==> src/rprop_pkg.sv <==
// ----------------------------------------------------------------------------
// rprop_pkg
// Shared types, constants and helpers of the resilient step-size table.
// ----------------------------------------------------------------------------
package rprop_pkg;

  // table depth, kept a power of two so the weight index folds by truncation
  localparam int unsigned NUM_WEIGHTS = 1024;
  localparam int unsigned IDX_W       = $clog2(NUM_WEIGHTS);
  localparam int unsigned CNT_W       = $clog2(NUM_WEIGHTS + 1);

  localparam int unsigned DATA_W    = 32;
  localparam int unsigned MAG_W     = 31;
  localparam int unsigned FAC_W     = 16;
  localparam int unsigned FRAC_W    = 12;
  localparam int unsigned PROD_W    = DATA_W + FAC_W;
  localparam int unsigned SCL_W     = PROD_W - FRAC_W;
  localparam int unsigned WIDX_W    = 10;
  localparam int unsigned CFG_IDX_W = 3;

  localparam logic [DATA_W-1:0] RATE_START_RST = 32'd1677722;
  localparam logic [FAC_W-1:0]  GROW_RST       = 16'd4915;
  localparam logic [FAC_W-1:0]  SHRINK_RST     = 16'd2048;
  localparam logic [MAG_W-1:0]  RATE_MIN_RST   = 31'd17;
  localparam logic [MAG_W-1:0]  RATE_MAX_RST   = 31'd838860800;

  typedef enum logic [CFG_IDX_W-1:0] {
    REG_RATE_START = 3'd0,
    REG_GROW       = 3'd1,
    REG_SHRINK     = 3'd2,
    REG_RATE_MIN   = 3'd3,
    REG_RATE_MAX   = 3'd4
  } cfg_reg_e;

  typedef enum logic {
    MODE_UPDATE = 1'b0,
    MODE_CLEAR  = 1'b1
  } mode_e;

  // one table entry, kept as sign and magnitude
  typedef struct packed {
    logic             valid;
    logic             neg;
    logic [MAG_W-1:0] mag;
  } entry_t;

  typedef struct packed {
    logic              start_neg;
    logic [DATA_W-1:0] start_mag;
    logic [FAC_W-1:0]  grow;
    logic [FAC_W-1:0]  shrink;
    logic [MAG_W-1:0]  rate_min;
    logic [MAG_W-1:0]  rate_max;
  } cfg_t;

  typedef struct packed {
    logic busy;
    logic cnt_clear;
    logic cnt_inc;
  } sweep_ctl_t;

  function automatic logic in_range(input logic [MAG_W-1:0] mag,
                                    input logic [MAG_W-1:0] lo,
                                    input logic [MAG_W-1:0] hi);
    return (mag > lo) && (mag < hi);
  endfunction

endpackage

==> src/rprop_sweep.sv <==
// ----------------------------------------------------------------------------
// rprop_sweep
// Table sequencer: clearing pass after reset and clear, recount after a
// bound changes.
// ----------------------------------------------------------------------------
module rprop_sweep import rprop_pkg::*; (
  input  logic             clk_i,
  input  logic             rst_ni,
  input  logic             clear_start_i,
  input  logic             bounds_wr_i,
  input  cfg_t             cfg_i,
  input  entry_t           rdata_i,
  output sweep_ctl_t       ctl_o,
  output logic [IDX_W-1:0] addr_o,
  output logic             we_o,
  output logic             re_o
);

  typedef enum logic [1:0] {
    SW_CLEAR,
    SW_IDLE,
    SW_SCAN,
    SW_SCAN_END
  } sweep_state_e;

  sweep_state_e     state_q;
  logic [IDX_W-1:0] addr_q;
  logic             chk_q;
  logic             last;

  assign last = (addr_q == IDX_W'(NUM_WEIGHTS - 1));

  always_ff @(posedge clk_i or negedge rst_ni) begin
    if (!rst_ni) begin
      state_q <= SW_CLEAR;
      addr_q  <= '0;
      chk_q   <= 1'b0;
    end else begin
      unique case (state_q)
        SW_CLEAR: begin
          addr_q <= addr_q + 1'b1;
          if (last) begin
            state_q <= SW_IDLE;
            addr_q  <= '0;
          end
        end
        SW_IDLE: begin
          if (clear_start_i) begin
            state_q <= SW_CLEAR;
            addr_q  <= '0;
          end else if (bounds_wr_i) begin
            state_q <= SW_SCAN;
            addr_q  <= '0;
            chk_q   <= 1'b0;
          end
        end
        SW_SCAN: begin
          if (bounds_wr_i) begin
            addr_q <= '0;
            chk_q  <= 1'b0;
          end else begin
            chk_q  <= 1'b1;
            addr_q <= addr_q + 1'b1;
            if (last) begin
              state_q <= SW_SCAN_END;
              addr_q  <= '0;
            end
          end
        end
        SW_SCAN_END: begin
          chk_q <= 1'b0;
          if (bounds_wr_i) begin
            state_q <= SW_SCAN;
            addr_q  <= '0;
          end else begin
            state_q <= SW_IDLE;
          end
        end
        default: state_q <= SW_IDLE;
      endcase
    end
  end

  // read data belongs to the address of the cycle before
  assign ctl_o.busy      = (state_q != SW_IDLE);
  assign ctl_o.cnt_clear = bounds_wr_i && (state_q != SW_CLEAR);
  assign ctl_o.cnt_inc   = chk_q && !bounds_wr_i && rdata_i.valid &&
                           in_range(rdata_i.mag, cfg_i.rate_min, cfg_i.rate_max);
  assign addr_o = addr_q;
  assign we_o   = (state_q == SW_CLEAR);
  assign re_o   = (state_q == SW_SCAN);

  chk_in_scan_a: assert property (@(posedge clk_i) disable iff (!rst_ni)
    chk_q |-> (state_q == SW_SCAN) || (state_q == SW_SCAN_END))
    else $error("recount check outside a recount pass");

endmodule

==> config.mk <==
export PLATFORM = sky130hd
export DESIGN_NAME = rprop_sweep
export DESIGN_NICKNAME = d
export VERILOG_FILES = /design/src/rprop_pkg.sv /design/src/rprop_sweep.sv
export SDC_FILE = /design/constraint.sdc
export NUM_CORES = 1
export LEC_CHECK = 0
export ABC_CLOCK_PERIOD_IN_PS = 2050
export BUFFER_PORTS_ARGS = -buffer_cell sky130_fd_sc_hd__buf_2
export CORE_MARGIN = 10
export CORE_UTILIZATION = 40
export CTS_CLUSTER_SIZE = 8
export DETAILED_ROUTE_END_ITERATION = 10
export PLACE_DENSITY = 0.9
export SETUP_SLACK_MARGIN = 0.2
export SYNTH_ARGS = -nofsm -noshare
export SYNTH_HDL_FRONTEND = slang
export SYNTH_SLANG_ARGS = --single-unit
==> constraint.sdc <==
create_clock -name clk_i -period 2.05 [get_ports clk_i]
set_clock_uncertainty 0.15 [all_clocks]
set_input_delay 0.205 -clock clk_i [delete_from_list [all_inputs] [get_ports clk_i]]
set_output_delay 0.205 -clock clk_i [all_outputs]
set_load 0.005 [all_outputs]
==> reports/qor.csv <==
metric,value,unit
hold_class,input port to flip-flop,
die_height,94.8,um
yosysWarnings,0,
r2r-end,addr_o[3],
finalCriticalPeriod,2.15,ns
core_area,5470,sq um
rr_worst_depth,7,
synthTopCellsByCount,"inv_1 (66), ha_1 (62), a21oi_1 (26)",
synth_edf_count,0,
reg2reg_from,addr_o[0],
seqPwrFrac,26.7,%
synth_top_area_share,34.7,%
synthFlopType,dfrtp_1,
gr-total-overflow,0,
syn_avg_cell_area,7.67,sq um
dp_cells,484,
required,1.69,ns
die_area,8990,sq um
syn2layout_area_growth,50.8,%
grt_start_max_net_pins,14,
drt_wl_total,7.29,mm
cts_max_path_buffers,2,
antenna_found_initial,0,
ios,179,
drv_cap,0,
clk_latency,0.25,ns
dr.first_iter.drc_count,100,
nets,652,
slew_viol_final,0,
cts_sinks,13,
die_w,94.8,um
instances_no_fill,497,
cts-buffers-inserted,3,
min-delay-start,bounds_wr_i,
async_flop_share,100,%
place_area,2960,sq um
path_cells,"buf_6, ha_4, nand4_1, nor4_4, nor3b_2, a21oi_1, a311oi_1, buf_2",
crit_path_end_kind,output pin,
antenna_cells,0,
start_util,40.9,%
grtUsageMet3,5.23,%
clkTransAtPathRegs,0.05,ns
internal_power,645,uW
yosysSeqAreaShare,14.5,%
final_area,3370,sq um
synth-seq-cells,13,
arrival,1.80,ns
synth.most_common_cell,inv_1,
report.final.hold_viol_count,0,
fmax,464,MHz
use_met2,29.1,%
syn_inst,292,
power.density,285,nW/um^2
ys_types,44,
track_usage,15.2,%
grt_pass1_vias,2687,
viasPerCell,5.13,
crit_type,input port to output pin,
startpoint_type,input port,
worst_slack,-0.103,ns
final-setup-viol-count,1,
dp_hpwl,6.04,mm
whs_path_depth,2,
gp_congestion,0.834,
path_buf_inv,2,
grt_pass1_wl,11.5,mm
finalCritPeriodShare,105,%
p_sw_share,33.0,%
outcome,"complete, but fails checks",
reg2reg_slack,0.24,ns
violations,negative setup slack,
dr.pass1.iters,4,
port_buffers,112,
cellLeakagePower,1.87,nW
num_rows,27,
crit_path_top_delay_cell,nor4_4,
top_usage_layer,met2,
wire_per_inst,14.7,um
antenna_left,0,
crit_family,simple AND/OR/NAND/NOR gates,
drive_gt1_share,40.2,%
netSwitchingPower,317,uW
total_power,963,uW
cts.htree.levels,1,
route.detailed.drc,0,
synth.area.top_cells,"ha_1 (35%), dfrtp_1 (15%), inv_1 (11%)",
maxSlewHeadroom,76.4,%
tritoncts,done,
cts_root_buf,clkbuf_8,
vdd_drop_max,223,uV
rsz0062_at_grt,yes,
yosys.area.top_type,ha_1,
cp_max_fo,2,
grtUsageMet1,15.7,%
combPwrFrac,48.9,%
mappedNetlistArea,2240,sq um
cp_slowest_stage_delay,0.33,ns
power.share.clock,24.4,%
tightest_slew,0.354,ns
vias,2552,
whs_endpoint,state_q[0],
syn_nets,518,
-- sequential cells by signal, summed over array words and instances, names as in the netlist --
signal,cells
addr_o,10
state_q,2
chk_q,1
-- cell usage in the layout (no fill, tap or decap), types with 2 or more instances in the layout --
cell	synthesis	final
o21ai_0	12	11
nand2_1	19	18
buf_4	0	17
o31ai_2	0	2
nand4_1	11	11
a21oi_1	26	24
nand3_1	12	11
o211ai_1	2	2
nor3_1	3	3
nor2b_1	3	3
a21o_1	4	4
dfrtp_1	13	13
o21ai_1	5	6
nand3_2	1	2
buf_2	1	99
a2111oi_4	0	2
a311oi_1	2	2
nor2_1	14	14
clkbuf_8	0	3
a21oi_2	0	2
inv_1	66	58
ha_4	0	10
nand2b_1	4	4
inv_2	0	6
buf_6	1	14
inv_4	0	2
ha_1	62	52
a211oi_1	3	3
-- through the flow --
step           hold slack (ns)  worst slack [ns]  util, %  setup TNS, ns
2_1_floorplan           -0.241             0.212        -              0
3_3_place_gp           -0.0548            -0.415     54.0         -0.415
3_5_place_dp           -0.0464            -0.469     54.0         -0.469
4_1_cts                 0.0379            -0.139     59.4         -0.139
5_1_grt                 0.0627            -0.220     61.7         -0.220
6_report                0.0393            -0.103     61.7         -0.103
-- power by group through the flow --
stage               logic (mW)  registers [mW]  clock network [mW]
floorplan                0.206           0.261                   0
global placement         0.373           0.261                   0
detailed placement       0.395           0.261                   0
CTS                      0.446           0.257               0.238
global route             0.541           0.257               0.249
finish                   0.471           0.257               0.235
-- kinds of logic after synthesis --
family	Yosys count	share of synthesized area, %
XOR/XNOR	2	0.783
buffers and inverters	70	12.1
AND/OR/NAND/NOR	75	17.5
AO/OA/AOI/OAI	70	20.4
flip-flops	13	14.5
adder cells (fa/ha/maj)	62	34.7
-- layer usage --
metal  part of all wire (%)  vias to the layer above
met5                      0                        -
met4                    1.1                        0
met3                     10                        9
met2                     52                      110
met1                     37                     1146
li1                       -                     1287
-- worst max path at each step --
stage	startpoint	endpoint	slack, ns	cells after the start
after floorplan	cfg_i[39]	ctl_o[0]	0.21	8
after global placement	cfg_i[2]	ctl_o[0]	-0.42	9
after detailed placement	cfg_i[2]	ctl_o[0]	-0.47	9
after CTS	cfg_i[60]	ctl_o[0]	-0.14	9
after global routing	cfg_i[14]	ctl_o[0]	-0.22	9
final	rdata_i[30]	ctl_o[0]	-0.10	8
-- area by class of cell --
| class | count | area (sq um) |
|---|---|---|
| multi-input combinational | 210 | 1860 |
| sequential | 13 | 325 |
| fill | 482 | 2100 |
| timing repair buffer | 132 | 806 |
| inverter | 66 | 253 |
| clock buffer | 4 | 45.0 |
| tap | 72 | 90.1 |
-- what timing repair did --
| action | in CTS | in global routing |
|---|---|---|
| endpoints found under the setup margin | 6 | 5 |
| gates cloned | 1 | 0 |
| pin swaps | 18 | 15 |
| endpoints found under the hold margin | 13 | 0 |
| resized for setup | 39 | 19 |
| hold buffers | 1 | 0 |
| buffers inserted | 5 | 2 |
No activity file was read; power rests on OpenSTA's default activity.
