## src/rprop_pkg.sv

```systemverilog
// ----------------------------------------------------------------------------
// rprop_pkg
// Shared types, constants and helpers of the resilient step-size table.
// ----------------------------------------------------------------------------
package rprop_pkg;

  // table depth, kept a power of two so the weight index folds by truncation
  localparam int unsigned NUM_WEIGHTS = 1024;
  localparam int unsigned IDX_W       = $clog2(NUM_WEIGHTS);
  localparam int unsigned CNT_W       = $clog2(NUM_WEIGHTS + 1);

  localparam int unsigned DATA_W    = 32;
  localparam int unsigned MAG_W     = 31;
  localparam int unsigned FAC_W     = 16;
  localparam int unsigned FRAC_W    = 12;
  localparam int unsigned PROD_W    = DATA_W + FAC_W;
  localparam int unsigned SCL_W     = PROD_W - FRAC_W;
  localparam int unsigned WIDX_W    = 10;
  localparam int unsigned CFG_IDX_W = 3;

  localparam logic [DATA_W-1:0] RATE_START_RST = 32'd1677722;
  localparam logic [FAC_W-1:0]  GROW_RST       = 16'd4915;
  localparam logic [FAC_W-1:0]  SHRINK_RST     = 16'd2048;
  localparam logic [MAG_W-1:0]  RATE_MIN_RST   = 31'd17;
  localparam logic [MAG_W-1:0]  RATE_MAX_RST   = 31'd838860800;

  typedef enum logic [CFG_IDX_W-1:0] {
    REG_RATE_START = 3'd0,
    REG_GROW       = 3'd1,
    REG_SHRINK     = 3'd2,
    REG_RATE_MIN   = 3'd3,
    REG_RATE_MAX   = 3'd4
  } cfg_reg_e;

  typedef enum logic {
    MODE_UPDATE = 1'b0,
    MODE_CLEAR  = 1'b1
  } mode_e;

  // one table entry, kept as sign and magnitude
  typedef struct packed {
    logic             valid;
    logic             neg;
    logic [MAG_W-1:0] mag;
  } entry_t;

  typedef struct packed {
    logic              start_neg;
    logic [DATA_W-1:0] start_mag;
    logic [FAC_W-1:0]  grow;
    logic [FAC_W-1:0]  shrink;
    logic [MAG_W-1:0]  rate_min;
    logic [MAG_W-1:0]  rate_max;
  } cfg_t;

  typedef struct packed {
    logic busy;
    logic cnt_clear;
    logic cnt_inc;
  } sweep_ctl_t;

  function automatic logic in_range(input logic [MAG_W-1:0] mag,
                                    input logic [MAG_W-1:0] lo,
                                    input logic [MAG_W-1:0] hi);
    return (mag > lo) && (mag < hi);
  endfunction

endpackage

```

## src/rprop_update.sv

```systemverilog
// ----------------------------------------------------------------------------
// rprop_update
// Update pipeline: scale stage, clamp stage, result register, active count.
// ----------------------------------------------------------------------------
module rprop_update import rprop_pkg::*; (
  input  logic              clk_i,
  input  logic              rst_ni,
  input  cfg_t              cfg_i,
  input  sweep_ctl_t        sweep_i,
  input  logic              in_valid_i,
  output logic              in_stall_o,
  input  logic              mode_i,
  input  logic [WIDX_W-1:0] weight_index_i,
  input  logic [DATA_W-1:0] gradient_i,
  output logic              rd_en_o,
  output logic [IDX_W-1:0]  rd_addr_o,
  input  entry_t            rdata_i,
  output logic              wr_en_o,
  output logic [IDX_W-1:0]  wr_addr_o,
  output entry_t            wr_data_o,
  output logic              clear_start_o,
  output logic              out_valid_o,
  input  logic              out_stall_i,
  output logic [DATA_W-1:0] step_o,
  output logic              learning_stopped_o
);

  logic advance, accept, hazard, clear_busy;
  logic [IDX_W-1:0] in_idx;

  // scale stage
  logic             s1_valid_q, s1_clear_q, s1_gneg_q, s1_gzero_q;
  logic [IDX_W-1:0] s1_idx_q;
  logic              prev_neg, use_grow, old_in;
  logic [DATA_W-1:0] prev_mag;
  logic [FAC_W-1:0]  fac;
  logic [PROD_W-1:0] prod;

  // clamp stage
  logic              s2_valid_q, s2_clear_q, s2_gneg_q, s2_gzero_q, s2_old_in_q;
  logic [IDX_W-1:0]  s2_idx_q;
  logic [PROD_W-1:0] s2_prod_q;
  logic [SCL_W-1:0]  scaled;
  logic [MAG_W-1:0]  hi_clamped, mag_new;
  logic              neg_new, new_in, s2_fire;
  logic [DATA_W-1:0] step_new;

  logic [CNT_W-1:0]  count_q, count_d;
  logic              out_valid_q, ls_q;
  logic [DATA_W-1:0] step_q;

  assign advance    = !out_valid_q || !out_stall_i;
  assign in_idx     = IDX_W'(weight_index_i);
  // the entry in the scale stage is written too late for a new read to see it
  assign hazard     = s1_valid_q && !s1_clear_q && (s1_idx_q == in_idx);
  assign clear_busy = (s1_valid_q && s1_clear_q) || (s2_valid_q && s2_clear_q);
  assign in_stall_o = !advance || sweep_i.busy || clear_busy || hazard;
  assign accept     = in_valid_i && !in_stall_o;
  assign rd_en_o    = accept;
  assign rd_addr_o  = in_idx;

  // scale stage: a never-touched entry starts from the start rate
  always_comb begin
    prev_neg = rdata_i.valid ? rdata_i.neg : cfg_i.start_neg;
    prev_mag = rdata_i.valid ? {1'b0, rdata_i.mag} : cfg_i.start_mag;
    // signs agree when the old step points where the negated gradient points
    use_grow = (!prev_neg) == s1_gneg_q;
    fac      = use_grow ? cfg_i.grow : cfg_i.shrink;
    prod     = PROD_W'(prev_mag) * PROD_W'(fac);
    old_in   = rdata_i.valid && in_range(rdata_i.mag, cfg_i.rate_min, cfg_i.rate_max);
  end

  // clamp stage: max first, then min, so min wins when the bounds cross
  always_comb begin
    scaled     = s2_prod_q[PROD_W-1:FRAC_W];
    hi_clamped = (scaled > SCL_W'(cfg_i.rate_max)) ? cfg_i.rate_max : scaled[MAG_W-1:0];
    if (s2_gzero_q) begin
      mag_new = '0;
    end else if (hi_clamped < cfg_i.rate_min) begin
      mag_new = cfg_i.rate_min;
    end else begin
      mag_new = hi_clamped;
    end
    neg_new  = !s2_gzero_q && !s2_gneg_q;
    step_new = neg_new ? (~{1'b0, mag_new} + 1'b1) : {1'b0, mag_new};
    new_in   = in_range(mag_new, cfg_i.rate_min, cfg_i.rate_max);
  end

  assign s2_fire         = s2_valid_q && advance;
  assign wr_en_o         = s2_fire && !s2_clear_q;
  assign wr_addr_o       = s2_idx_q;
  assign wr_data_o.valid = 1'b1;
  assign wr_data_o.neg   = neg_new;
  assign wr_data_o.mag   = mag_new;
  assign clear_start_o   = s2_fire && s2_clear_q;

  always_comb begin
    count_d = count_q;
    if (sweep_i.cnt_clear) begin
      count_d = '0;
    end else if (s2_fire) begin
      if (s2_clear_q) begin
        count_d = '0;
      end else begin
        count_d = count_q + CNT_W'(new_in) - CNT_W'(s2_old_in_q);
      end
    end else if (sweep_i.cnt_inc) begin
      count_d = count_q + 1'b1;
    end
  end

  always_ff @(posedge clk_i or negedge rst_ni) begin
    if (!rst_ni) begin
      s1_valid_q  <= 1'b0;
      s2_valid_q  <= 1'b0;
      out_valid_q <= 1'b0;
      count_q     <= '0;
    end else begin
      count_q <= count_d;
      if (advance) begin
        s1_valid_q  <= accept;
        s2_valid_q  <= s1_valid_q;
        out_valid_q <= s2_valid_q;
      end
    end
  end

  always_ff @(posedge clk_i) begin
    if (accept) begin
      s1_clear_q <= (mode_i == MODE_CLEAR);
      s1_idx_q   <= in_idx;
      s1_gneg_q  <= gradient_i[DATA_W-1];
      s1_gzero_q <= (gradient_i == '0);
    end
    if (advance) begin
      s2_clear_q  <= s1_clear_q;
      s2_idx_q    <= s1_idx_q;
      s2_gneg_q   <= s1_gneg_q;
      s2_gzero_q  <= s1_gzero_q;
      s2_prod_q   <= prod;
      s2_old_in_q <= old_in;
    end
    if (s2_fire) begin
      step_q <= s2_clear_q ? '0 : step_new;
      ls_q   <= (count_d == '0);
    end
  end

  assign out_valid_o        = out_valid_q;
  assign step_o             = step_q;
  assign learning_stopped_o = ls_q;

  no_same_idx_a: assert property (@(posedge clk_i) disable iff (!rst_ni)
    s1_valid_q && s2_valid_q && !s1_clear_q && !s2_clear_q |-> s1_idx_q != s2_idx_q)
    else $error("back-to-back items on one entry reached the pipeline");

  count_bound_a: assert property (@(posedge clk_i) disable iff (!rst_ni)
    count_q <= CNT_W'(NUM_WEIGHTS))
    else $error("active count above table depth");

  clear_alone_a: assert property (@(posedge clk_i) disable iff (!rst_ni)
    s2_valid_q && s2_clear_q |-> !s1_valid_q)
    else $error("item followed a clear into the pipeline");

endmodule

```

## config.mk

```make
export PLATFORM = sky130hd
export DESIGN_NAME = rprop_update
export DESIGN_NICKNAME = d
export VERILOG_FILES = /design/src/rprop_pkg.sv /design/src/rprop_update.sv
export SDC_FILE = /design/constraint.sdc
export NUM_CORES = 2
export LEC_CHECK = 0
export BUFFER_PORTS_ARGS = -buffer_cell sky130_fd_sc_hd__buf_4
export CAP_MARGIN = 15
export CORE_MARGIN = 5
export CORE_UTILIZATION = 55
export CTS_CLUSTER_SIZE = 24
export DETAILED_ROUTE_END_ITERATION = 12
export PLACE_DENSITY = 0.76
export SLEW_MARGIN = 20
export SYNTH_ARGS = -nofsm -noshare
export SYNTH_HDL_FRONTEND = slang
export SYNTH_SLANG_ARGS = --single-unit
```

## constraint.sdc

```tcl
create_clock -name clk_i -period 14.1 [get_ports clk_i]
set_input_delay 0.705 -clock clk_i [delete_from_list [all_inputs] [get_ports clk_i]]
set_output_delay 0.705 -clock clk_i [all_outputs]
set_load 0.05 [all_outputs]
```

==> results.txt <==
share of layout cells above drive strength 1 -> 13.5%
post-CTS setup buffers -> 0
status -> finished clean
Worst Path Max Fanout -> 63
Final Skew -> 0.0156 ns
total buffers and inverters traversed by the critical path -> 5
clock sink total -> 110
largest net degree at the start of global routing -> 64
WL/cell -> 22.1 um
Detailed Route Iter0 Violations -> 1999
vias in the first global route -> 24600
final setup fails -> 0
drt first pass iters -> 6
slew margin rel. -> 29.4%
FF+latch area -> 3230 um^2
grt total ovfl -> 0
DR vias/cell -> 6.01
Row Count -> 81
Hold Vio Cnt, Final -> 0
Post-CTS Hold Buffers -> 0
post-layout minimum cycle time -> 12.01 ns
Most used DFF post-synth -> edfxtp_1
syn_nets -> 3955
Seq cells post-synth -> 110
I/O Buffers -> 299
CP Capture Type -> register
Setup TNS -> 0 ns
most common cell after layout, fill and taps aside -> inv_1
Routed WL -> 84.8 mm
Starting Density -> 55.2%
part of the cycle the worst path needs -> 85.2%
fmax -> 0.0833 GHz
r2r endpoint -> learning_stopped_o
Reg2Reg Setup Slack -> 2.13 ns
die area -> 53300 um^2
Via Count -> 23000
syn_area_per_cell -> 8.93 um^2
CTS max path bufs -> 2
cells on worst reg2reg path -> 47
RSZ-0062 raised after global routing -> no
# nets final -> 4155
critical path's slowest cell -> nand2_2
P&R area growth vs syn -> 10.9%
Clock Latency Late Sink -> 0.38 ns
largest stage delay on the critical path -> 0.89 ns
Cells after Synth -> 3006
die width -> 231 um
CTS resizes -> 0
CTS buffer count -> 9
yosys warns -> 0
Max-cap violations -> 0
clock root buffer -> clkbuf_16
final RePlAce weighted congestion -> 0.971
TritonCTS clock tree -> yes
Req. time, crit path -> 14.32 ns
largest area contributor in the netlist -> fa_1
Yosys top cell area share -> 31.2%
most frequent CP cell -> a21o_1
Die H -> 231 um
Max H-tree Level -> 3
WP data arrival -> 12.22 ns
# IOs -> 301
ANT nets after route -> 0
fill count -> 4125
global-route wire length before repair -> 134 mm
Cell Area, Synth -> 26800 um^2
synth top area cells -> fa_1 (31%), ha_1 (15%), edfxtp_1 (11%), inv_1 (7.1%), nand2_1 (6.1%)
diodes inserted -> 0
Slew Limit Fails -> 0
post-detail-place hpwl -> 69.9 mm
initial antenna violation count -> 1
GR Util All Layers -> 31.8%
Core Box Area -> 48600 um^2
register area share after synthesis -> 12.0%
commonest non-fill, non-tap cells in the layout -> inv_1 (505), nand2_1 (438), fa_1 (418), ha_1 (321), buf_4 (319)
Post-synth EDFFs -> 96
Worst R2R Start -> s2_prod_q[29]
Worst-Margin Slew -> 1.06 ns
multi-input logic area -> 21100 um^2
worst min path class -> in2async
CP top delay family -> simple AND/OR/NAND/NOR gates
drt drc -> 0
CP startpoint kind -> input pin
CTS clk-pin slew, worst paths -> 0.08 ns
Post-synth ARST share -> 12.7%
Crit Path Class -> in2reg
post-synthesis cell type count -> 89
synthesized netlist by cell type, types with 5 or more instances:
master	n
nor4_1	28
mux2_2	47
nor2b_1	32
o211ai_1	10
o21a_1	22
buf_6	5
nor2_1	255
a22oi_1	7
and2_1	19
and4_1	5
or3_1	12
nor3_1	35
a21oi_1	91
mux2i_1	54
buf_4	19
o31ai_1	6
xnor2_1	56
buf_2	6
nand3b_1	6
xor2_1	25
edfxtp_1	96
a211oi_1	22
a311oi_1	8
a31o_2	5
fa_1	418
nand2b_1	26
a21o_1	50
nand4_1	46
dfrtp_1	14
inv_1	506
a21boi_0	7
nand2_1	439
buf_1	9
nand3_1	21
a211oi_2	16
a31oi_1	9
o21ai_0	77
ha_1	321
clkbuf_1	91
or2_2	5
worst reg2reg max path, delay by kind of cell, from the launching register on:
family / cells / cell delay, ns
and+or+nand+nor: 19 / 4.90
AOI/OAI and AO/OA: 20 / 4.18
adders and majority gates: 5 / 1.56
buffers and inverters: 3 / 0.69
DFF: 1 / 0.48
cell type report:
type                    instances  area share [%]
well taps                     622            2.62
flip-flops and latches        110            10.9
clock inverters                 7           0.294
clock buffers                   9           0.757
inverters                     506            6.39
multi-input cells            2260            71.0
repair buffers                319            8.05
how the worst max path moves through the flow:
stage	slack, ns	cells past startpoint	from	end
3_5_place_dp	1.98	49	cfg_i[17]	learning_stopped_o
2_1_floorplan	2.76	47	cfg_i[17]	learning_stopped_o
6_report	2.09	49	cfg_i[17]	learning_stopped_o
5_1_grt	1.27	50	cfg_i[17]	learning_stopped_o
4_1_cts	2.32	49	cfg_i[17]	learning_stopped_o
3_3_place_gp	2.35	49	cfg_i[17]	learning_stopped_o
cells by family (layout without fill, tap and decap cells):
| kind of cell | Yosys count | count (layout) | share of synthesized area, % |
|---|---|---|---|
| mux | 106 | 106 | 4.23 |
| fa+ha+maj | 739 | 739 | 46.2 |
| xor+xnor | 81 | 81 | 2.64 |
| other cells | 1 | 1 | 0.0140 |
| buf+inv | 636 | 841 | 9.33 |
| simple gates | 948 | 948 | 15.7 |
| flops | 110 | 110 | 12.0 |
| compound gates | 385 | 385 | 9.91 |
sequential cells by signal, summed over array words and instances, names as in the netlist, 10 cells and up:
name	count
s2_prod_q	36
step_o	32
wr_addr_o	10
s1_idx_q	10
count_q	11
routing by layer:
metal	vias to the layer above	wire [um]	global-route usage, %
li1	10200	-	-
met1	11400	33500	42.4
met2	1308	38600	50.7
met3	196	9790	8.63
met4	2	2890	10.6
met5	-	13	0
per-stage QoR:
stage | setup WS (ns) | instance area, um^2 | util, % | instances | hold slack (ns)
after detailed placement | 1.98 | 29400 | 60.5 | 3817 | 0.454
after global placement | 2.35 | 29400 | 60.5 | 3817 | 0.448
after global routing | 1.27 | 29700 | 61.1 | 3833 | 0.178
final | 2.09 | 29700 | 61.1 | 3833 | 0.168
after floorplan | 2.76 | 26800 | - | 3006 | 0.400
after CTS | 2.32 | 29700 | 61.1 | 3833 | 0.160
Power is not shown: default switching activity piles up to over one toggle a cycle in this logic, so the estimate is an artifact.
