`config.mk`:
```
export PLATFORM = sky130hd
export DESIGN_NAME = rprop_cfg
export DESIGN_NICKNAME = d
export VERILOG_FILES = /design/src/rprop_pkg.sv /design/src/rprop_cfg.sv
export SDC_FILE = /design/constraint.sdc
export NUM_CORES = 1
export LEC_CHECK = 0
export BUFFER_PORTS_ARGS = -buffer_cell sky130_fd_sc_hd__buf_2
export CAP_MARGIN = 20
export CORE_ASPECT_RATIO = 1.4
export CORE_MARGIN = 2
export CORE_UTILIZATION = 40
export CTS_CLUSTER_DIAMETER = 40
export DETAILED_ROUTE_END_ITERATION = 7
export GPL_ROUTABILITY_DRIVEN = 0
export MAX_ROUTING_LAYER = met4
export PLACE_DENSITY = 0.61
export SLEW_MARGIN = 0
export SYNTH_ARGS = -nofsm -noshare
export SYNTH_HDL_FRONTEND = slang
export SYNTH_SLANG_ARGS = --single-unit
export TNS_END_PERCENT = 100
```
`constraint.sdc`:
```
create_clock -name clk_i -period 1.3 [get_ports clk_i]
set_input_delay 0.065 -clock clk_i [delete_from_list [all_inputs] [get_ports clk_i]]
set_output_delay 0.065 -clock clk_i [all_outputs]
set_load 0.1 [all_outputs]
```
`src/rprop_pkg.sv`:
```
// ----------------------------------------------------------------------------
// rprop_pkg
// Shared types, constants and helpers of the resilient step-size table.
// ----------------------------------------------------------------------------
package rprop_pkg;

  // table depth, kept a power of two so the weight index folds by truncation
  localparam int unsigned NUM_WEIGHTS = 1024;
  localparam int unsigned IDX_W       = $clog2(NUM_WEIGHTS);
  localparam int unsigned CNT_W       = $clog2(NUM_WEIGHTS + 1);

  localparam int unsigned DATA_W    = 32;
  localparam int unsigned MAG_W     = 31;
  localparam int unsigned FAC_W     = 16;
  localparam int unsigned FRAC_W    = 12;
  localparam int unsigned PROD_W    = DATA_W + FAC_W;
  localparam int unsigned SCL_W     = PROD_W - FRAC_W;
  localparam int unsigned WIDX_W    = 10;
  localparam int unsigned CFG_IDX_W = 3;

  localparam logic [DATA_W-1:0] RATE_START_RST = 32'd1677722;
  localparam logic [FAC_W-1:0]  GROW_RST       = 16'd4915;
  localparam logic [FAC_W-1:0]  SHRINK_RST     = 16'd2048;
  localparam logic [MAG_W-1:0]  RATE_MIN_RST   = 31'd17;
  localparam logic [MAG_W-1:0]  RATE_MAX_RST   = 31'd838860800;

  typedef enum logic [CFG_IDX_W-1:0] {
    REG_RATE_START = 3'd0,
    REG_GROW       = 3'd1,
    REG_SHRINK     = 3'd2,
    REG_RATE_MIN   = 3'd3,
    REG_RATE_MAX   = 3'd4
  } cfg_reg_e;

  typedef enum logic {
    MODE_UPDATE = 1'b0,
    MODE_CLEAR  = 1'b1
  } mode_e;

  // one table entry, kept as sign and magnitude
  typedef struct packed {
    logic             valid;
    logic             neg;
    logic [MAG_W-1:0] mag;
  } entry_t;

  typedef struct packed {
    logic              start_neg;
    logic [DATA_W-1:0] start_mag;
    logic [FAC_W-1:0]  grow;
    logic [FAC_W-1:0]  shrink;
    logic [MAG_W-1:0]  rate_min;
    logic [MAG_W-1:0]  rate_max;
  } cfg_t;

  typedef struct packed {
    logic busy;
    logic cnt_clear;
    logic cnt_inc;
  } sweep_ctl_t;

  function automatic logic in_range(input logic [MAG_W-1:0] mag,
                                    input logic [MAG_W-1:0] lo,
                                    input logic [MAG_W-1:0] hi);
    return (mag > lo) && (mag < hi);
  endfunction

endpackage

```
`src/rprop_cfg.sv`:
```
// ----------------------------------------------------------------------------
// rprop_cfg
// Configuration registers; the start rate is kept as sign and magnitude.
// ----------------------------------------------------------------------------
module rprop_cfg import rprop_pkg::*; (
  input  logic                 clk_i,
  input  logic                 rst_ni,
  input  logic                 cfg_we_i,
  input  logic [CFG_IDX_W-1:0] cfg_idx_i,
  input  logic [DATA_W-1:0]    cfg_wdata_i,
  output cfg_t                 cfg_o,
  output logic                 bounds_wr_o
);

  cfg_t cfg_q;

  always_ff @(posedge clk_i or negedge rst_ni) begin
    if (!rst_ni) begin
      cfg_q.start_neg <= RATE_START_RST[DATA_W-1];
      cfg_q.start_mag <= RATE_START_RST;
      cfg_q.grow      <= GROW_RST;
      cfg_q.shrink    <= SHRINK_RST;
      cfg_q.rate_min  <= RATE_MIN_RST;
      cfg_q.rate_max  <= RATE_MAX_RST;
    end else if (cfg_we_i) begin
      unique case (cfg_idx_i)
        REG_RATE_START: begin
          cfg_q.start_neg <= cfg_wdata_i[DATA_W-1];
          // most negative value keeps its pattern as magnitude 2^31
          cfg_q.start_mag <= cfg_wdata_i[DATA_W-1] ? (~cfg_wdata_i + 1'b1) : cfg_wdata_i;
        end
        REG_GROW:     cfg_q.grow     <= cfg_wdata_i[FAC_W-1:0];
        REG_SHRINK:   cfg_q.shrink   <= cfg_wdata_i[FAC_W-1:0];
        REG_RATE_MIN: cfg_q.rate_min <= cfg_wdata_i[MAG_W-1:0];
        REG_RATE_MAX: cfg_q.rate_max <= cfg_wdata_i[MAG_W-1:0];
        default: ;
      endcase
    end
  end

  assign cfg_o       = cfg_q;
  assign bounds_wr_o = cfg_we_i && ((cfg_idx_i == REG_RATE_MIN) || (cfg_idx_i == REG_RATE_MAX));

endmodule

```
==> out/metrics.yaml, run 1 <==
max_freq_mhz: 761
grt_usage_pct: 22.6
period_share_pct: 101
violations: "negative setup slack"
synth_area_mm2: 0.00547
slew_viol_final: 0
drive_gt1_share_pct: 61.2
maxSlewHeadroom_pct: 65.8
cts_tree: "built"
grt_max_degree: 41
pin_count: 166
multi_input_area_mm2: 0.00227
regArea_mm2: 0.00321
drt_iter0_drc: 143
synth_cell_types: 39
ys_warn_count: 0
grt_pass1_wl_um: 24100
async_flop_share_pct: 100
run_status: "finished, violations left"
ctsLongestPathBuffers: 2
viasPerCell: 4.96
ant_nets: 0
worst_ir_drop_vdd_uv: 1370
synth_cells: 429
place.detailed.hpwl_um: 11300
cts_sinks: 127
clk_latency_ns: 0.40
dr.pass1.iters: 4
worstPathBufferInverterCount: 1
setup_viol: 2
rsz0062_at_grt: "yes"
area_growth_pct: 53.9
largest_reg_flops: 127
initial_core_util_pct: 40.8
numCtsBuffers: 17
setup_tns_ns: -0.0192
die_x_um: 103
antenna_found_initial: 0
crit_type: "in2reg"
reg2reg_from: "cfg_o[79]"
grt_overflow: 0
critPathTopFamily: "simple AND/OR/NAND/NOR gates"
crit_path_end_kind: "flop"
die-area_mm2: 0.0146
maxCapViolations: 0
r2r_setup_slack_ns: 0.50
vias: 4277
num_rows: 50
grt_pass1_vias: 4636
min_to: "cfg_o[111]"
wl_per_cell_um: 17.9
critPathLaunchType: "input pin"
antennaDiodeCount: 0
worst_pin_slew_ns: 0.517
hold_path_depth: 3
worst_path_max_delay_cell: "or4_4"
critical_path_required_ns: 1.64
cts-root-buf: "clkbuf_16"
holdWs_ns: 0.0222
synthesis.nets: 468
reg2reg_depth: 1
fin_ws_ns: -0.0141
drc_errors: 0
power_density_mw_per_mm2: 2380
fin_crit_ns: 1.31
worstPathArrival_ns: 1.65
htreeDepth: 4
coreArea_mm2: 0.0134
path_max_fanout: 6
portBuffers: 165
power.leakage_nw: 3.89
syn_area_per_cell_um2: 12.7
min_from: "cfg_wdata_i[17]"
reg2reg_to: "cfg_o[79]"
ys_ff_latch: 127
crit_chain: "buf_6, or4_4, or4_4, o21a_1, xnor2_2, o21ai_1"
final_hold_viol_count: 0
fin_nets: 707
totalWireLength_um: 15500
slowest_delay_ns: 0.60
fillers: 1102
skew_ns: 0
die_h_um: 142
synth_edf_count: 0
cpMostUsedCell: "or4_4"
hold_path_class: "in2reg"
ys.flop_type: "dfrtp_1"
ys_seq_area_share_pct: 58.7
clk_pin_slew_ns: 0.05
[layout make-up]
| class | count | share of cell area, % |
|---|---|---|
| timing repair buffer | 249 | 24.4 |
| inverter | 3 | 0.164 |
| clock inverter | 10 | 1.89 |
| sequential | 127 | 38.1 |
| clock buffer | 22 | 5.64 |
| multi-input combinational | 270 | 27.0 |
| tap | 182 | 2.71 |
[through the flow]
stage	cells	util (%)	power, mW	cell area [µm²]	setup slack [ns]
6_report	863	62.8	20.0	8410	-0.0141
5_1_grt	863	62.8	20.7	8410	-0.0426
4_1_cts	856	61.7	20.1	8260	-0.00147
3_5_place_dp	819	56.0	14.9	7490	-0.582
3_3_place_gp	819	56.0	14.8	7490	-0.537
2_1_floorplan	429	-	12.7	5550	-0.443
[cells by family after synthesis]
group                      after synthesis  synth area share [%]
DFF                                    127                  58.7
AOI/OAI and AO/OA                       60                  6.50
and+or+nand+nor                         87                  8.08
adders and majority gates                1                 0.229
muxes                                   94                  19.3
buffers and inverters                   32                  2.54
xor gates and xnor gates                28                  4.62
[how the worst max path moves through the flow]
stage                   startpoint    endpoint  slack, ns  depth (start not counted)
global route        cfg_wdata_i[2]  cfg_o[119]      -0.04                          6
detailed placement  cfg_wdata_i[0]  cfg_o[118]      -0.58                         10
finish              cfg_wdata_i[2]  cfg_o[105]      -0.01                          6
CTS                 cfg_wdata_i[2]  cfg_o[105]     -0.001                          6
floorplan           cfg_wdata_i[2]  cfg_o[105]      -0.44                          7
global placement    cfg_wdata_i[0]  cfg_o[118]      -0.54                         10
[cells in the mapped netlist (4+ instances only)]
cell type	instances	area, µm²
clkbuf_1	21	78.8
o31ai_1	8	60.1
nor3_1	9	45.0
o21ai_0	39	195
o21ai_1	4	20.0
xor2_1	26	228
mux2_2	93	1050
dfstp_2	24	631
nor2_1	4	15.0
o41ai_1	5	43.8
nand2_1	46	173
dfrtp_1	103	2580
[routing by layer]
layer / vias to the layer above / GRT usage [%] / part of all wire (%)
li1: 1994 / - / -
met1: 2141 / 24.4 / 38
met2: 119 / 40.1 / 56
met3: 23 / 4.81 / 3.0
met4: 0 / 8.80 / 2.4
met5: - / - / 0
[report_power, final]
group | switching (mW) | internal [mW]
sequential | 0.561 | 4.94
combinational | 7.48 | 2.01
clock | 1.68 | 3.35
total | 9.72 | 10.3
[repair_timing]
item,in CTS,in global routing
resized for setup,22,30
pin swaps,7,3
endpoints found under the hold margin,120,0
setup buffers,2,7
hold buffers,5,0
endpoints found under the setup margin,15,38
cloned,0,0
[tightest hold or removal path, stage by stage]
cell	delay [ns]
buf_2	0.14
xor2_1	0.08
o21ai_1	0.10
[cell usage in the layout (no fill, tap or decap), types with 2 or more instances in the layout]
cell | synthesis | final
dfrtp_1 | 103 | 103
mux2_2 | 93 | 93
o31ai_1 | 8 | 4
or4_4 | 2 | 2
xor2_1 | 26 | 26
buf_2 | 3 | 108
buf_12 | 0 | 34
nand2b_1 | 3 | 3
clkinv_2 | 0 | 3
o21ai_1 | 4 | 10
nand2_1 | 46 | 45
buf_6 | 2 | 5
or4_1 | 2 | 2
nor3b_4 | 0 | 3
buf_4 | 0 | 72
nor2_1 | 4 | 4
o21ai_0 | 39 | 33
nor4_4 | 0 | 2
dlygate4sd3_1 | 0 | 5
o41ai_2 | 0 | 3
or3_1 | 3 | 2
dfstp_2 | 24 | 24
bufinv_16 | 0 | 4
clkbuf_16 | 0 | 17
nand4b_1 | 3 | 3
nand4_1 | 2 | 2
nand3_1 | 2 | 2
clkbuf_4 | 0 | 25
clkinvlp_4 | 0 | 2
o31ai_2 | 1 | 5
clkbuf_1 | 21 | 2
clkbuf_8 | 0 | 3
nor3_1 | 9 | 7
Power figures use the tool's default switching activity.
==> inputs of run 2 (changes only) <==
- CORE_ASPECT_RATIO: 1.4 -> 0.7
==> run 2 against run 1 <==
  * The flow still finishes with violations (negative setup slack)
  * Non-clock buffer count shrank 5
  * Utilization grew 1.1 points
  * Final cell count shrank 0.23%
  * Clock power shrank 3%
  * Power shrank 0.37%
==> out/metrics.yaml, run 2 (synthesis results as in run 1) <==
drc_errors: 0
setup_viol: 3
num_rows: 35
maxSlewHeadroom_pct: 66.6
worst_ir_drop_vdd_uv: 1760
coreArea_mm2: 0.0133
use_met2_pct: 32.1
ctsLongestPathBuffers: 2
portBuffers: 165
cts_tree: "built"
skew_ns: 0
vias: 4278
grt_usage_pct: 22.7
grt_pass1_vias: 4397
grt_max_degree: 42
final_common_cell: "dfrtp_1"
fin_crit_ns: 1.35
grt_pass1_wl_um: 24200
use_met3_pct: 5.90
clk_latency_ns: 0.40
post-route-util_pct: 64.0
fin_ws_ns: -0.0470
violations: "negative setup slack"
pin_count: 166
htreeDepth: 4
grt_use_met1_pct: 32.0
run_status: "finished, violations left"
crit_path_end_kind: "flop"
power.leakage_nw: 3.92
cts_sinks: 127
drive_gt1_share_pct: 61.4
fillers: 1031
hold_path_class: "in2reg"
numCtsBuffers: 17
slew_viol_final: 0
cts-root-buf: "clkbuf_16"
place.detailed.hpwl_um: 11000
max_freq_mhz: 742
antennaDiodeCount: 0
regArea_mm2: 0.00321
die-area_mm2: 0.0146
min_from: "cfg_wdata_i[0]"
critPathLaunchType: "input pin"
die_h_um: 102
maxCapViolations: 0
critical_path_required_ns: 1.63
clk_pin_slew_ns: 0.05
dr.pass1.iters: 4
ant_nets: 0
grt_overflow: 0
reg2reg_from: "cfg_o[122]"
layout_common_cells: "dfrtp_1 (103), buf_2 (93), mux2_2 (92)"
area_growth_pct: 55.3
cp-startpoint: "cfg_wdata_i[2]"
crit_type: "in2reg"
wl_per_cell_um: 18.0
power_density_mw_per_mm2: 2350
die_x_um: 144
drt_iter0_drc: 159
rsz0062_at_grt: "yes"
viasPerCell: 4.97
final_hold_viol_count: 0
pre_cts_slack_ns: -0.566
fin_nets: 702
initial_core_util_pct: 41.2
path_max_fanout: 6
reg2reg_depth: 2
grt-busiest-layer: "met2"
worst_pin_slew_ns: 0.505
totalWireLength_um: 15500
worstPathArrival_ns: 1.68
antenna_found_initial: 0
hold_path_depth: 4
period_share_pct: 104
multi_input_area_mm2: 0.00233
largest_reg_flops: 127
-- run 2: final timing paths --
| check | end | slack, ns |
|---|---|---|
| setup / recovery | cfg_o[105] | -0.05 |
| hold / removal | cfg_o[31] | 0.02 |
| setup reg to reg | cfg_o[122] | 0.34 |
| hold reg to reg | cfg_o[96] | 0.48 |
| max in group asynchronous | cfg_o[109] | 0.56 |
| min in group asynchronous | cfg_o[65] | 0.16 |
-- run 2: critical path: stages --
cell and delay [ns]:
buf_6 0.09, or4_4 0.61, or4_4 0.45, o21a_1 0.21
xnor2_2 0.13, o21ai_1 0.12
-- run 2: metrics by stage --
| stage | hold WS (ns) | setup TNS [ns] | power, mW | cells | cell area [µm²] |
|---|---|---|---|---|---|
| final | 0.0223 | -0.111 | 19.9 | 861 | 8490 |
| after global placement | 0.0185 | -14.29 | 14.8 | 821 | 7460 |
| after detailed placement | 0.0272 | -15.55 | 14.9 | 821 | 7460 |
| after CTS | 0.00787 | -0.0338 | 19.9 | 862 | 8240 |
| after global routing | 0.0178 | -0.174 | 20.6 | 861 | 8490 |
| after floorplan | -0.231 | -5.07 | 12.7 | 429 | 5550 |
-- run 2: layout make-up --
cell class | count | share of cell area [%]
clock inverter | 10 | 1.58
sequential | 127 | 37.8
clock buffer | 22 | 5.71
multi-input combinational | 270 | 27.5
tap | 185 | 2.73
timing repair buffer | 244 | 24.5
inverter | 3 | 0.221
-- run 2: power by group --
part | switching, mW | internal, mW | total (mW)
Sequential | 0.567 | 4.94 | 5.50
Combinational | 7.48 | 2.06 | 9.54
Clock | 1.70 | 3.21 | 4.90
Total | 9.74 | 10.2 | 19.9
-- run 2: repair_timing --
action | 4_1_cts | 5_1_grt
hold endpoints to repair | 124 | 0
resized for setup | 12 | 71
buffers inserted | 2 | 0
pin swaps | 4 | 7
endpoints found under the setup margin | 15 | 52
hold buffers | 6 | 0
cloned | 1 | 0
-- run 2: metal layers --
layer / vias to the layer above / wire length, µm / share of wire [%]
li1: 1983 / - / -
met1: 2132 / 7600 / 49
met2: 146 / 6840 / 44
met3: 17 / 907 / 5.8
met4: 0 / 169 / 1.1
met5: - / 0 / 0
